===== config.mk =====
export PLATFORM = sky130hd
export DESIGN_NAME = baro_ctrl
export DESIGN_NICKNAME = d
export VERILOG_FILES = /design/src/sv/baro_pkg.sv /design/src/sv/baro_ctrl.sv
export SDC_FILE = /design/constraint.sdc
export NUM_CORES = 1
export LEC_CHECK = 0
export ABC_AREA = 1
export BUFFER_PORTS_ARGS = -buffer_cell sky130_fd_sc_hd__clkbuf_2
export CORE_ASPECT_RATIO = 1.25
export CORE_MARGIN = 8
export CORE_UTILIZATION = 39
export DETAILED_ROUTE_END_ITERATION = 7
export GPL_ROUTABILITY_DRIVEN = 0
export SYNTH_ARGS = -nofsm -noshare
export SYNTH_HDL_FRONTEND = slang
export SYNTH_SLANG_ARGS = --single-unit

===== constraint.sdc =====
create_clock -name clk -period 1.98 [get_ports clk]
set_clock_uncertainty 0.15 [all_clocks]
set_input_delay 0.297 -clock clk [delete_from_list [all_inputs] [get_ports clk]]
set_output_delay 0.297 -clock clk [all_outputs]
set_load 0.1 [all_outputs]

===== src/sv/baro_pkg.sv =====
// Shared types, constants and the micro-program of the barometric compensation block.
// No dependencies; the controller, datapath, top-level and checker files import this package.
`default_nettype none

package baro_pkg;

  localparam int PADDR_W = 6;
  localparam int PDATA_W = 64;

  localparam logic [2:0] REG_COEF_LOW  = 3'd0;
  localparam logic [2:0] REG_COEF_MID  = 3'd1;
  localparam logic [2:0] REG_COEF_HIGH = 3'd2;
  localparam logic [2:0] REG_TEMP_SCL  = 3'd3;
  localparam logic [2:0] REG_PRES_SCL  = 3'd4;

  localparam logic OP_TEMP = 1'b0;
  localparam logic OP_PRES = 1'b1;

  localparam logic [22:0] SCALE_RESET = 23'd524288;

  // Internal accumulator limit, 2^62 - 1.
  localparam logic signed [63:0] ACC_LIM = 64'sh3FFF_FFFF_FFFF_FFFF;

  typedef struct packed {
    logic              op;
    logic signed [23:0] raw_sample;
  } in_beat_t;

  typedef struct packed {
    logic              result_kind;
    logic signed [47:0] compensated_value;
    logic              saturated;
  } out_beat_t;

  typedef struct packed {
    logic signed [11:0] c0;
    logic signed [11:0] c1;
    logic signed [19:0] c00;
    logic signed [19:0] c10;
    logic signed [15:0] c01;
    logic signed [15:0] c11;
    logic signed [15:0] c20;
    logic signed [15:0] c21;
    logic signed [15:0] c30;
  } coef_t;

  typedef enum logic [2:0] {
    MS_NONE,
    MS_C30_SC,
    MS_SC_P,
    MS_C21_SC,
    MS_ST_SC,
    MS_M_X,
    MS_C01_SC,
    MS_C1_SC
  } mul_src_t;

  typedef enum logic [3:0] {
    AL_NONE,
    AL_TPT,
    AL_P_C0,
    AL_P_C20,
    AL_P_C10,
    AL_P_C00,
    AL_X_C11,
    AL_P_TPT_X_M,
    AL_P_X
  } alu_op_t;

  typedef struct packed {
    mul_src_t src;
    logic     shift;
    alu_op_t  alu;
    logic     last;
  } uop_t;

  typedef enum logic [2:0] {
    S_IDLE,
    S_DIV,
    S_LOAD,
    S_RUN,
    S_ALU,
    S_FINAL
  } state_t;

  typedef struct packed {
    logic     accept;
    logic     sc_load;
    logic     mul_load;
    logic     mul_run;
    logic [1:0] mul_phase;
    mul_src_t mul_src;
    logic     mul_shift;
    logic     alu_en;
    alu_op_t  alu_op;
    logic     out_load;
  } ctl_cmd_t;

  typedef struct packed {
    logic div_done;
    logic out_free;
  } dp_stat_t;

  function automatic coef_t baro_coefs(input logic [63:0] lo, input logic [63:0] mid,
                                       input logic [15:0] hi);
    coef_t c;
    c.c0  = lo[63:52];
    c.c1  = lo[51:40];
    c.c00 = lo[39:20];
    c.c10 = lo[19:0];
    c.c01 = mid[63:48];
    c.c11 = mid[47:32];
    c.c20 = mid[31:16];
    c.c21 = mid[15:0];
    c.c30 = hi;
    return c;
  endfunction

  // One entry per step: optional multiply, then an optional add or store.
  function automatic uop_t baro_uop(input logic op, input logic [2:0] step);
    uop_t u;
    u = '{src: MS_NONE, shift: 1'b0, alu: AL_NONE, last: 1'b1};
    if (op == OP_TEMP) begin
      unique case (step)
        3'd0:    u = '{src: MS_C01_SC, shift: 1'b0, alu: AL_TPT,  last: 1'b0};
        default: u = '{src: MS_C1_SC,  shift: 1'b0, alu: AL_P_C0, last: 1'b1};
      endcase
    end else begin
      unique case (step)
        3'd0:    u = '{src: MS_C30_SC, shift: 1'b0, alu: AL_P_C20,     last: 1'b0};
        3'd1:    u = '{src: MS_SC_P,   shift: 1'b1, alu: AL_P_C10,     last: 1'b0};
        3'd2:    u = '{src: MS_SC_P,   shift: 1'b1, alu: AL_P_C00,     last: 1'b0};
        3'd3:    u = '{src: MS_C21_SC, shift: 1'b0, alu: AL_X_C11,     last: 1'b0};
        3'd4:    u = '{src: MS_ST_SC,  shift: 1'b1, alu: AL_NONE,      last: 1'b0};
        3'd5:    u = '{src: MS_M_X,    shift: 1'b1, alu: AL_P_TPT_X_M, last: 1'b0};
        default: u = '{src: MS_NONE,   shift: 1'b0, alu: AL_P_X,       last: 1'b1};
      endcase
    end
    return u;
  endfunction

endpackage

`default_nettype wire


===== src/sv/baro_ctrl.sv =====
// Sequencer of the barometric compensation block: divide, multiply/add steps, output.
// Depends on baro_pkg; drives the command struct of baro_dp.
`default_nettype none

module baro_ctrl (
  input  wire logic               clk,
  input  wire logic               rst,
  input  wire logic               in_valid,
  input  wire logic               in_op,
  input  wire baro_pkg::dp_stat_t stat,
  output      baro_pkg::ctl_cmd_t cmd,
  output      logic               in_stall
);
  import baro_pkg::*;

  state_t     state, state_next;
  logic [2:0] step, step_next;
  logic [1:0] phase, phase_next;
  logic       op_r;
  uop_t       uop;

  assign uop      = baro_uop(op_r, step);
  assign in_stall = (state != S_IDLE);

  always_ff @(posedge clk) begin
    if (rst) begin
      state <= S_IDLE;
      step  <= '0;
      phase <= '0;
      op_r  <= OP_TEMP;
    end else begin
      state <= state_next;
      step  <= step_next;
      phase <= phase_next;
      if (state == S_IDLE && in_valid) begin
        op_r <= in_op;
      end
    end
  end

  always_comb begin
    state_next = state;
    step_next  = step;
    phase_next = phase;
    unique case (state)
      S_IDLE: begin
        if (in_valid) begin
          state_next = S_DIV;
        end
      end
      S_DIV: begin
        if (stat.div_done) begin
          state_next = S_LOAD;
          step_next  = '0;
        end
      end
      S_LOAD: begin
        phase_next = '0;
        state_next = (uop.src == MS_NONE) ? S_ALU : S_RUN;
      end
      S_RUN: begin
        phase_next = phase + 2'd1;
        if (phase == 2'd3) begin
          state_next = S_ALU;
        end
      end
      S_ALU: begin
        if (uop.last) begin
          state_next = S_FINAL;
        end else begin
          step_next  = step + 3'd1;
          state_next = S_LOAD;
        end
      end
      S_FINAL: begin
        if (stat.out_free) begin
          state_next = S_IDLE;
        end
      end
      default: state_next = S_IDLE;
    endcase
  end

  always_comb begin
    cmd           = '0;
    cmd.mul_src   = uop.src;
    cmd.mul_shift = uop.shift;
    cmd.alu_op    = uop.alu;
    cmd.mul_phase = phase;
    unique case (state)
      S_IDLE:  cmd.accept   = in_valid;
      S_DIV:   cmd.sc_load  = stat.div_done;
      S_LOAD:  cmd.mul_load = 1'b1;
      S_RUN:   cmd.mul_run  = 1'b1;
      S_ALU:   cmd.alu_en   = 1'b1;
      S_FINAL: cmd.out_load = stat.out_free;
      default: cmd          = '0;
    endcase
  end

endmodule

`default_nettype wire


Word level (Yosys, flattened, before mapping)
Cells that the tools add are included.

Output and inout bits: 17. Register bits: 9. Logic and storage cells: 54. Input bits: 6.

Muxes and demuxes: 22. Add/subtract/negate cells: 2. Reduce and logical (&&, ||, !) cells: 10. Equality and inequality tests: 16.

Operators by type and width (count): $pmux 9 s6 (1); $mux 3 (8); $pmux 3 s6 (1); $eq 3x2->1 const B (4); $eq 3x3->1 const B (4); $ne 2x2->1 const B (5); $logic_not 3->1 (3); $mux 9 (1); $mux 7 (1); $eq 3x1->1 const B (2); $mux 1 (6); $mux 6 (1); $pmux 3 s2 (1); $reduce_or 6->1 (1); $mux 4 (1); $pmux 2 s2 (1); $reduce_and 4->1 (1); $reduce_bool 2->1 (2); $add 3x1->3 const B (1); $reduce_and 3->1 (1); $reduce_bool 3->1 (1); $add 2x1->2 const B (1); $eq 2x2->1 const B (1); $logic_and 1x1->1 (1).

Longest topological paths before layout
Gate-level depths: netlist (run 1).

Word-level depth: 6. Depth in mapped cells: 9.

Least setup slack after synthesis (run 1)
OpenSTA, ideal clock, no wires.

Path kind: register to output. Start point: register step[0]. End point: output cmd[1] (netlist bit). Required time: 1533 ps. Cell stages (with the launch flop): 7. Arrival time: 3767 ps. Setup slack: -2234 ps. Cells stage by stage: dfxtp_1 ha_1 ha_1 nor2_2 nand3_2 nand2_2 nor4_1.

RTL lines: start: declaration (RTL line baro_ctrl.sv:17) `logic [2:0] step, step_next;`; start signal: assignment (RTL line baro_ctrl.sv:33) `step <= step_next;`; end: declaration (RTL line baro_ctrl.sv:11) `output baro_pkg::ctl_cmd_t cmd,`.

==> results of run 1 <==
[through the flow]
step	utilization	instance area, um2
2_1_floorplan	-	923
3_3_place_gp	0.641	1240
3_5_place_dp	0.641	1240
4_1_cts	0.709	1370
5_1_grt	0.737	1430
6_report	0.737	1430
[critical path, stage by stage, from the launching register on]
cell and delay [ps]:
dfxtp_4 400, inv_4 60, ha_4 170, nor2_4 170, nand2_2 80, o221ai_2 210, a21oi_4 110, buf_12 180
[layout make-up]
type / instances / area (um2) / share of cell area
tap: 20 / 25.0 / 0.0175
multi-input combinational: 89 / 689 / 0.483
sequential: 9 / 189 / 0.132
timing repair buffer: 32 / 407 / 0.285
inverter: 23 / 91.3 / 0.0640
clock buffer: 4 / 26.3 / 0.0184
[power groups by stage]
stage | Sequential (W) | Combinational (W) | Clock, W
floorplan | 0.000255 | 0.000865 | 0
global placement | 0.000251 | 0.00116 | 0
detailed placement | 0.000252 | 0.00116 | 0
CTS | 0.000246 | 0.00116 | 0.000152
global route | 0.000253 | 0.00122 | 0.000161
finish | 0.000247 | 0.00117 | 0.000146
[metal layers]
metal	vias to the layer above	wire length (um)	global-route usage
met4	0	62	0.0843
met2	21	1290	0.239
met1	388	919	0.110
met5	-	0	0
met3	6	91	0.0269
li1	469	-	-
[state kept, by name, summed over array words and instances (netlist names)]
register  cells
step          3
state         3
op_r          1
phase         2
[how the worst max path moves through the flow]
stage | slack [ps] | end | depth (start not counted) | from
4_1_cts | -120 | cmd[1] | 7 | step[1]
6_report | -120 | cmd[2] | 7 | step[1]
5_1_grt | -210 | cmd[9] | 8 | step[1]
3_3_place_gp | 130 | cmd[1] | 7 | step[0]
2_1_floorplan | -360 | cmd[1] | 6 | step[0]
3_5_place_dp | 130 | cmd[2] | 7 | step[1]
[cell usage in the layout, fill, tap and decap left out, types with 3 or more instances in the layout]
| cell type | Yosys | layout |
|---|---|---|
| dfxtp_1 | 9 | 6 |
| nand2_4 | 1 | 3 |
| inv_1 | 17 | 15 |
| clkbuf_2 | 0 | 5 |
| nor2_2 | 6 | 8 |
| a21oi_2 | 2 | 3 |
| nor2_4 | 1 | 7 |
| a21oi_1 | 9 | 7 |
| nand2_1 | 20 | 18 |
| inv_2 | 6 | 6 |
| nand3_1 | 7 | 7 |
| buf_12 | 0 | 14 |
| nor2_1 | 16 | 8 |
| ha_4 | 0 | 5 |
| nand4_1 | 3 | 3 |
| clkbuf_4 | 0 | 5 |
| nand2_2 | 7 | 7 |
| buf_4 | 1 | 10 |
[timing repair]
item	in CTS	in global routing
pin swaps	7	7
endpoints found under the setup margin	7	9
setup buffers	6	3
hold buffers	0	0
endpoints found under the hold margin	0	0
resized for setup	9	13
[kinds of logic (layout without fill, tap and decap cells)]
family                     Yosys count  in the layout  synth area share
AOI/OAI and AO/OA                   17             17             0.128
adders and majority gates            6              6            0.0962
and+or+nand+nor                     66             66             0.420
buffers and inverters               25             59             0.125
DFF                                  9              9             0.231
==> impl_metrics.py, run 1 <==
metrics = {
    "status": {
        "status": "complete, but fails checks",
        "failed_checks": "setup timing",
    },
    "clock_tree": {
        "cts_max_level": 1,
        "clock_latency_ps": 260,
        "clock-sinks": 9,
        "ctsLongestPathBuffers": 2,
        "cts_root_buf": "clkbuf_4",
        "numCtsBuffers": 3,
        "clkSlewWorstSetupHoldPaths_ps": 60,
        "cts_tree": "done",
    },
    "worst_hold_path": {
        "whs_path_depth": 3,
        "hold_class": "primary input to register",
        "min_to": "op_r",
        "hold_path_startpoint": "in_op",
    },
    "sta": {
        "setup_viol": 7,
        "rsz0062_at_grt": "true",
        "fin_tns_setup_ps": -679,
        "hold_violations": 0,
        "relSlewSlack": 0.763,
        "period_share": 1.06,
        "min_period_ps": 2100,
        "whs_ps": 97.6,
        "finalMaxSlewViolations": 0,
        "worst_slew_pin_slew_ps": 356,
        "clock.fmax_mhz": 475,
        "fin_ws_ps": -124,
    },
    "floorplan": {
        "dieHeight_um": 66.0,
        "initial_core_util": 0.403,
        "dieArea_um2": 3700,
        "die_w_um": 56.0,
        "coreArea_um2": 1940,
        "pin_count": 23,
        "rows": 18,
    },
    "power": {
        "finalPower_w": 0.00156,
        "seqPwrFrac": 0.158,
        "ir_drop_mv": 1.13,
        "switching_share": 0.599,
        "leakagePower_nw": 0.617,
        "power.share.clock": 0.094,
        "p_per_area_nw_per_um2": 1090,
        "p_switching_w": 0.000934,
        "p_int_w": 0.000626,
        "power_frac_comb": 0.748,
    },
    "route": {
        "drtIter0Drc": 18,
        "routed_via_density": 4.99,
        "vias": 884,
        "dr.pass1.iters": 4,
        "antenna_left": 0,
        "drc_errors": 0,
        "wl_per_cell_um": 13.4,
        "wirelength_mm": 2.37,
    },
    "yosys": {
        "syn-cell-area_um2": 781,
        "ys_seq_elements": 9,
        "synth_cell_types": 24,
        "synth_top_cell_area_share": 0.231,
        "yosys_warnings": 0,
        "synth_nets": 135,
        "syn_inst": 123,
        "ys_seq_area_frac": 0.231,
        "yosysTopAreaCell": "dfxtp_1",
        "synth-edff-count": 0,
        "avgSynthCellArea_um2": 6.35,
        "synth_most_common_cell": "nand2_1",
        "synthTopCellsByArea": "dfxtp_1 (23%), ha_1 (9.6%), nand2_1 (9.6%), inv_1 (8.2%), nor2_1 (7.7%)",
        "ys_top_cells_by_count": "nand2_1 (20), inv_1 (17), nor2_1 (16), a21oi_1 (9), dfxtp_1 (9)",
        "synth_async_sr_flop_share": 0,
        "synth-main-ff-cell": "dfxtp_1",
    },
    "global_routing": {
        "grt_remaining_overflow": 0,
        "grt_pass1_wl_mm": 3.73,
        "gr-usage-all-layers": 0.123,
        "grt_antenna_before_repair": 0,
        "grt_max_degree": 9,
        "first_global_vias": 892,
    },
    "final_layout": {
        "fillers": 140,
        "antenna_cells": 0,
        "area_delta_synth_final_pct": 82.9,
        "finalNetCount": 170,
        "drive_gt1_frac": 0.541,
        "final_cells": 177,
    },
    "worst_setup_path": {
        "cp_data_required_time_ps": 1530,
        "path_class": "register to output pin",
        "cp_max_fo": 4,
        "worstReg2RegStart": "step[1]",
        "r2r-end": "state[1]",
        "critPathArrivalTime_ps": 1660,
        "r2r_cells": 11,
        "cp-end-kind": "output pin",
        "start_kind": "register",
        "r2r_setup_slack_ps": 160,
    },
    "placement": {
        "post-place-ws_ps": 125,
        "place_inst": 164,
        "numPortBuffers": 22,
        "hpwl_mm": 1.77,
    },
    "flow_run": {
        "maxCapViolCount": 0,
    },
}
Note: power is estimated with default switching activity, not from simulation.
==> run 2, diff against run 1 <==
--- a/config.mk
+++ b/config.mk
@@ -5,7 +5,6 @@
 export SDC_FILE = /design/constraint.sdc
 export NUM_CORES = 1
 export LEC_CHECK = 0
-export ABC_AREA = 1
 export BUFFER_PORTS_ARGS = -buffer_cell sky130_fd_sc_hd__clkbuf_2
 export CORE_ASPECT_RATIO = 1.25
 export CORE_MARGIN = 8
==> impl_metrics.py, run 2 <==
metrics = {
    "worst_setup_path": {
        "crit_buf_inv": 2,
        "cp_max_fo": 7,
        "cp_slowest_cell": "dfxtp_4",
        "cp-end-kind": "output pin",
        "start_kind": "register",
        "path_class": "register to output pin",
        "crit_path_max_incr_delay_ps": 370,
        "critical_path.top_delay_family": "compound AO/OA/AOI/OAI gates",
        "cp_data_required_time_ps": 1530,
        "critPathArrivalTime_ps": 1770,
        "cp_cell_sequence": "inv_2 > ha_4 > a21oi_1 > o22a_2 > a2111oi_4 > buf_12",
    },
    "yosys": {
        "synthTopCellsByArea": "dfxtp_1 (21%), ha_1 (8.7%), nor2_1 (4.8%), nand2_1 (4.4%), a21oi_1 (4.1%)",
        "synth_top_cell_area_share": 0.209,
        "syn-cell-area_um2": 861,
        "synth-edff-count": 0,
        "synth_most_common_cell": "nor2_1",
        "synth_cell_types": 40,
        "synth_nets": 124,
        "yosys_warnings": 0,
        "ys_top_cells_by_count": "nor2_1 (11), nand2_1 (10), dfxtp_1 (9), inv_1 (9), a21oi_1 (7)",
        "synth_async_sr_flop_share": 0,
        "yosysTopAreaCell": "dfxtp_1",
        "avgSynthCellArea_um2": 7.69,
        "ys_seq_area_frac": 0.209,
        "syn_inst": 112,
        "ys_seq_elements": 9,
        "synth-main-ff-cell": "dfxtp_1",
    },
    "route": {
        "routed_via_density": 5.73,
        "antenna_left": 0,
        "vias": 906,
        "dr.pass1.iters": 4,
        "drc_errors": 0,
        "wl_per_cell_um": 15.5,
        "drtIter0Drc": 21,
        "wirelength_mm": 2.44,
    },
    "sta": {
        "rsz0062_at_grt": "true",
        "period_share": 1.12,
        "min_period_ps": 2210,
        "hold_violations": 0,
        "fin_ws_ps": -233,
        "clock.fmax_mhz": 452,
        "whs_ps": 111,
        "finalMaxSlewViolations": 0,
        "worst_slew_pin_slew_ps": 405,
        "setup_viol": 5,
        "relSlewSlack": 0.727,
    },
    "floorplan": {
        "initial_core_util": 0.402,
        "die_w_um": 58.0,
        "dieHeight_um": 68.5,
        "pin_count": 23,
        "dieArea_um2": 3980,
        "coreArea_um2": 2140,
        "rows": 19,
    },
    "final_layout": {
        "drive_gt1_frac": 0.511,
        "area_delta_synth_final_pct": 74.0,
        "reg_top3": "state x3, step x3, phase x2",
        "layout_commonest_cell": "buf_12",
        "finalNetCount": 150,
        "layout_common_cells": "buf_12 (17), nand2_1 (9), buf_4 (8), nor2_1 (7)",
        "antenna_cells": 0,
        "final_area_um2": 1500,
    },
    "power": {
        "seqPwrFrac": 0.300,
        "p_switching_w": 0.000293,
        "p_int_w": 0.000384,
        "leakagePower_nw": 0.550,
        "power_frac_comb": 0.486,
        "p_per_area_nw_per_um2": 452,
        "switching_share": 0.432,
        "ir_drop_mv": 0.329,
        "power.share.clock": 0.214,
    },
    "clock_tree": {
        "cts_max_level": 1,
        "ctsLongestPathBuffers": 2,
        "postCtsHoldBufs": 0,
        "cts_tree": "done",
        "clkSlewWorstSetupHoldPaths_ps": 60,
        "cts_root_buf": "clkbuf_4",
        "clock-sinks": 9,
        "clock_latency_ps": 260,
        "numCtsBuffers": 3,
    },
    "placement": {
        "hpwl_mm": 1.96,
        "placed_area_um2": 1450,
        "numPortBuffers": 22,
    },
    "status": {
        "status": "complete, but fails checks",
        "failed_checks": "setup timing",
    },
    "flow_run": {
        "maxCapViolCount": 0,
    },
    "global_routing": {
        "first_global_vias": 901,
        "grt_remaining_overflow": 0,
        "grt_pass1_wl_mm": 3.99,
        "gr-usage-all-layers": 0.128,
        "grt_antenna_before_repair": 0,
        "grt_max_degree": 14,
    },
    "worst_hold_path": {
        "hold_class": "primary input to register",
    },
}
run 2: cell types whose count changed in the layout (fill, tap and decap cells not counted), moves of 3 or more:
| cell | before | now |
|---|---|---|
| nand2b_1 | 0 | 5 |
| a21oi_2 | 3 | 0 |
| nand2_2 | 7 | 1 |
| nand4_1 | 3 | 0 |
| nor2_2 | 8 | 0 |
| inv_1 | 15 | 6 |
| nor2_4 | 7 | 4 |
| nand2_1 | 18 | 9 |
| nand2_4 | 3 | 0 |
| buf_12 | 14 | 17 |
| inv_2 | 6 | 3 |
| nand3_1 | 7 | 2 |
run 2: logic make-up (layout without fill, tap and decap cells):
kind of cell	count (synthesis)	after routing	share of synthesized area
AO/OA/AOI/OAI	30	30	0.269
adder cells (fa/ha/maj)	6	6	0.0872
buffers and inverters	19	44	0.0988
flip-flops	9	9	0.209
multiplexers	3	3	0.0363
AND/OR/NAND/NOR	45	45	0.299
run 2: power groups by stage:
stage          clock network (W)  logic (W)  registers, W
2_1_floorplan                  0   0.000242      0.000196
5_1_grt                 0.000158   0.000342      0.000205
6_report                0.000145   0.000329      0.000203
3_3_place_gp                   0   0.000327      0.000207
3_5_place_dp                   0   0.000330      0.000206
4_1_cts                 0.000148   0.000330      0.000202
run 2: path summary, 6_finish.rpt:
check	startpoint	endpoint	slack, ps	cells past startpoint
min reg2reg	phase[1]	phase[1]	320	2
max reg2reg	step[1]	step[0]	120	6
max	step[1]	cmd[1]	-230	6
min	in_op	op_r	110	3
run 2: cell type report:
cell class / count / area, um2
inverter: 10 / 40.0
sequential: 9 / 190
tap: 21 / 26.3
clock buffer: 4 / 26.3
multi-input combinational: 84 / 790
timing repair buffer: 30 / 425
fill: 168 / 642
run 2: worst reg2reg max path, cell delays in order, from the launching register on:
cell,delay (ps)
dfxtp_4,370
ha_4,170
ha_4,170
nor3_4,230
o22a_2,270
nor4_2,80
mux2_1,310
run 2: layer usage:
metal	wire length, um	track usage
met1	955	0.133
met2	1300	0.242
met3	129	0.0260
met4	57	0.0613
met5	0	0
run 2: what timing repair did:
action | CTS | global route
setup buffers | 0 | 2
resized for setup | 3 | 2
pin swaps | 1 | 0
setup endpoints to repair | 8 | 8
gates cloned | 0 | 0
run 2: through the flow:
step | setup slack, ps | power, W | setup TNS (ps) | instances | util
after CTS | -245 | 0.000680 | -798 | 156 | 0.691
after floorplan | -575 | 0.000438 | -1760 | 112 | -
after global routing | -339 | 0.000705 | -1300 | 158 | 0.700
after detailed placement | 42.9 | 0.000536 | 0 | 152 | 0.677
final | -233 | 0.000677 | -895 | 158 | 0.700
after global placement | 59.6 | 0.000533 | 0 | 152 | 0.677
==> run 3, diff against run 2 <==
--- a/config.mk
+++ b/config.mk
@@ -11,6 +11,7 @@
 export CORE_UTILIZATION = 39
 export DETAILED_ROUTE_END_ITERATION = 7
 export GPL_ROUTABILITY_DRIVEN = 0
+export HOLD_SLACK_MARGIN = 0.15
 export SYNTH_ARGS = -nofsm -noshare
 export SYNTH_HDL_FRONTEND = slang
 export SYNTH_SLANG_ARGS = --single-unit
==> impl_metrics.py, run 3 (synthesis results as in run 2) <==
metrics = {
    "status": {
        "status": "complete, but fails checks",
        "failed_checks": "setup timing",
    },
    "sta": {
        "clock.fmax_mhz": 452,
        "min_period_ps": 2210,
        "rsz0062_at_grt": "true",
        "setup_viol": 5,
        "worst_slew_pin_slew_ps": 405,
        "finalMaxSlewViolations": 0,
        "whs_ps": 198,
        "relSlewSlack": 0.727,
        "hold_violations": 0,
        "fin_tns_setup_ps": -895,
        "period_share": 1.12,
        "fin_ws_ps": -233,
    },
    "worst_setup_path": {
        "cp_slowest_cell": "dfxtp_4",
        "cp-end-kind": "output pin",
        "cp_max_fo": 7,
        "cp_data_required_time_ps": 1530,
        "start_kind": "register",
        "critPathArrivalTime_ps": 1770,
        "crit_path_max_incr_delay_ps": 370,
        "path_class": "register to output pin",
        "cp_cell_sequence": "inv_2 > ha_4 > a21oi_1 > o22a_2 > a2111oi_4 > buf_12",
    },
    "clock_tree": {
        "cts_root_buf": "clkbuf_4",
        "numCtsBuffers": 3,
        "clock-sinks": 9,
        "cts_max_level": 1,
        "clkSlewWorstSetupHoldPaths_ps": 60,
        "cts_tree": "done",
        "ctsLongestPathBuffers": 2,
        "clock_latency_ps": 260,
    },
    "final_layout": {
        "antenna_cells": 0,
        "area_delta_synth_final_pct": 75.1,
        "fillers": 167,
        "finalNetCount": 151,
        "layout_commonest_cell": "buf_12",
        "reg_top3": "state x3, step x3, phase x2",
        "final_util": 0.705,
        "drive_gt1_frac": 0.507,
        "layout_common_cells": "buf_12 (17), nand2_1 (9), buf_4 (8), nor2_1 (7)",
    },
    "floorplan": {
        "dieHeight_um": 68.5,
        "initial_core_util": 0.402,
        "pin_count": 23,
        "rows": 19,
        "dieArea_um2": 3980,
        "die_w_um": 58.0,
        "coreArea_um2": 2140,
    },
    "route": {
        "drc_errors": 0,
        "wirelength_mm": 2.45,
        "dr.pass1.iters": 4,
        "antenna_left": 0,
        "vias": 910,
        "drtIter0Drc": 21,
        "wl_per_cell_um": 15.4,
        "routed_via_density": 5.72,
    },
    "worst_hold_path": {
        "hold_class": "primary input to register",
    },
    "global_routing": {
        "gr-usage-all-layers": 0.128,
        "grt_remaining_overflow": 0,
        "grt_max_degree": 14,
        "grt_antenna_before_repair": 0,
        "grt_pass1_wl_mm": 4.00,
        "first_global_vias": 904,
    },
    "power": {
        "leakagePower_nw": 0.554,
        "p_per_area_nw_per_um2": 450,
        "ir_drop_mv": 0.332,
    },
    "placement": {
        "hpwl_mm": 1.96,
        "numPortBuffers": 22,
    },
    "flow_run": {
        "maxCapViolCount": 0,
    },
}
==> run 3: cell count changes in the layout (fill, tap and decap cells not counted) <==
cell,delta
dlygate4sd3_1,+1
==> run 3: routing by layer <==
metal  share of wire  global-route usage  routed length [um]  vias up
met5               0                   0                   0        -
met4           0.023              0.0613                  57        0
met3           0.053              0.0260                 129        6
met2            0.53               0.242                1300       29
met1            0.39               0.134                 958      420
li1                -                   -                   -      455
==> run 3: worst max-delay path: cells and delay by family (launching register included) <==
| kind | cells | cell delay, ps |
|---|---|---|
| compound gates | 3 | 620 |
| fa+ha+maj | 1 | 190 |
| buf+inv | 2 | 330 |
| flops | 1 | 370 |
==> run 3: path summary, 6_finish.rpt <==
| kind | startpoint | to | slack, ps | cells past startpoint |
|---|---|---|---|---|
| worst max register to register | step[1] | step[0] | 120 | 6 |
| worst min-delay path | rst | state[2] | 200 | 2 |
| worst max-delay path | step[1] | cmd[1] | -230 | 6 |
| worst min register to register | phase[1] | phase[1] | 320 | 2 |
==> run 3: repair_timing <==
action                                  in CTS  in global routing
hold endpoints to repair                     1                  0
cloned                                       0                  0
gates resized for setup                      3                  2
hold buffers                                 1                  0
buffers inserted                             0                  2
pin swaps                                    1                  0
endpoints found under the setup margin       8                  8
==> run 3: where the power goes <==
part | internal [W] | switching (W)
logic | 0.000122 | 0.000209
registers | 0.000186 | 0.0000171
clock network | 0.0000778 | 0.0000671
==> run 3: cell type report <==
type	count	area, um2	area share
Multi-Input combinational cell	84	790	0.524
Timing Repair Buffer	31	435	0.289
Sequential cell	9	190	0.126
Inverter	10	40.0	0.0266
Clock buffer	4	26.3	0.0174
Tap cell	21	26.3	0.0174
==> run 3: per-stage QoR <==
step / area [um2] / std cells / setup slack [ps] / power [W]
after floorplan: 1090 / 112 / -575 / 0.000438
after global placement: 1450 / 152 / 59.6 / 0.000533
after detailed placement: 1450 / 152 / 42.9 / 0.000536
after CTS: 1490 / 157 / -245 / 0.000682
after global routing: 1510 / 159 / -339 / 0.000706
final: 1510 / 159 / -233 / 0.000678
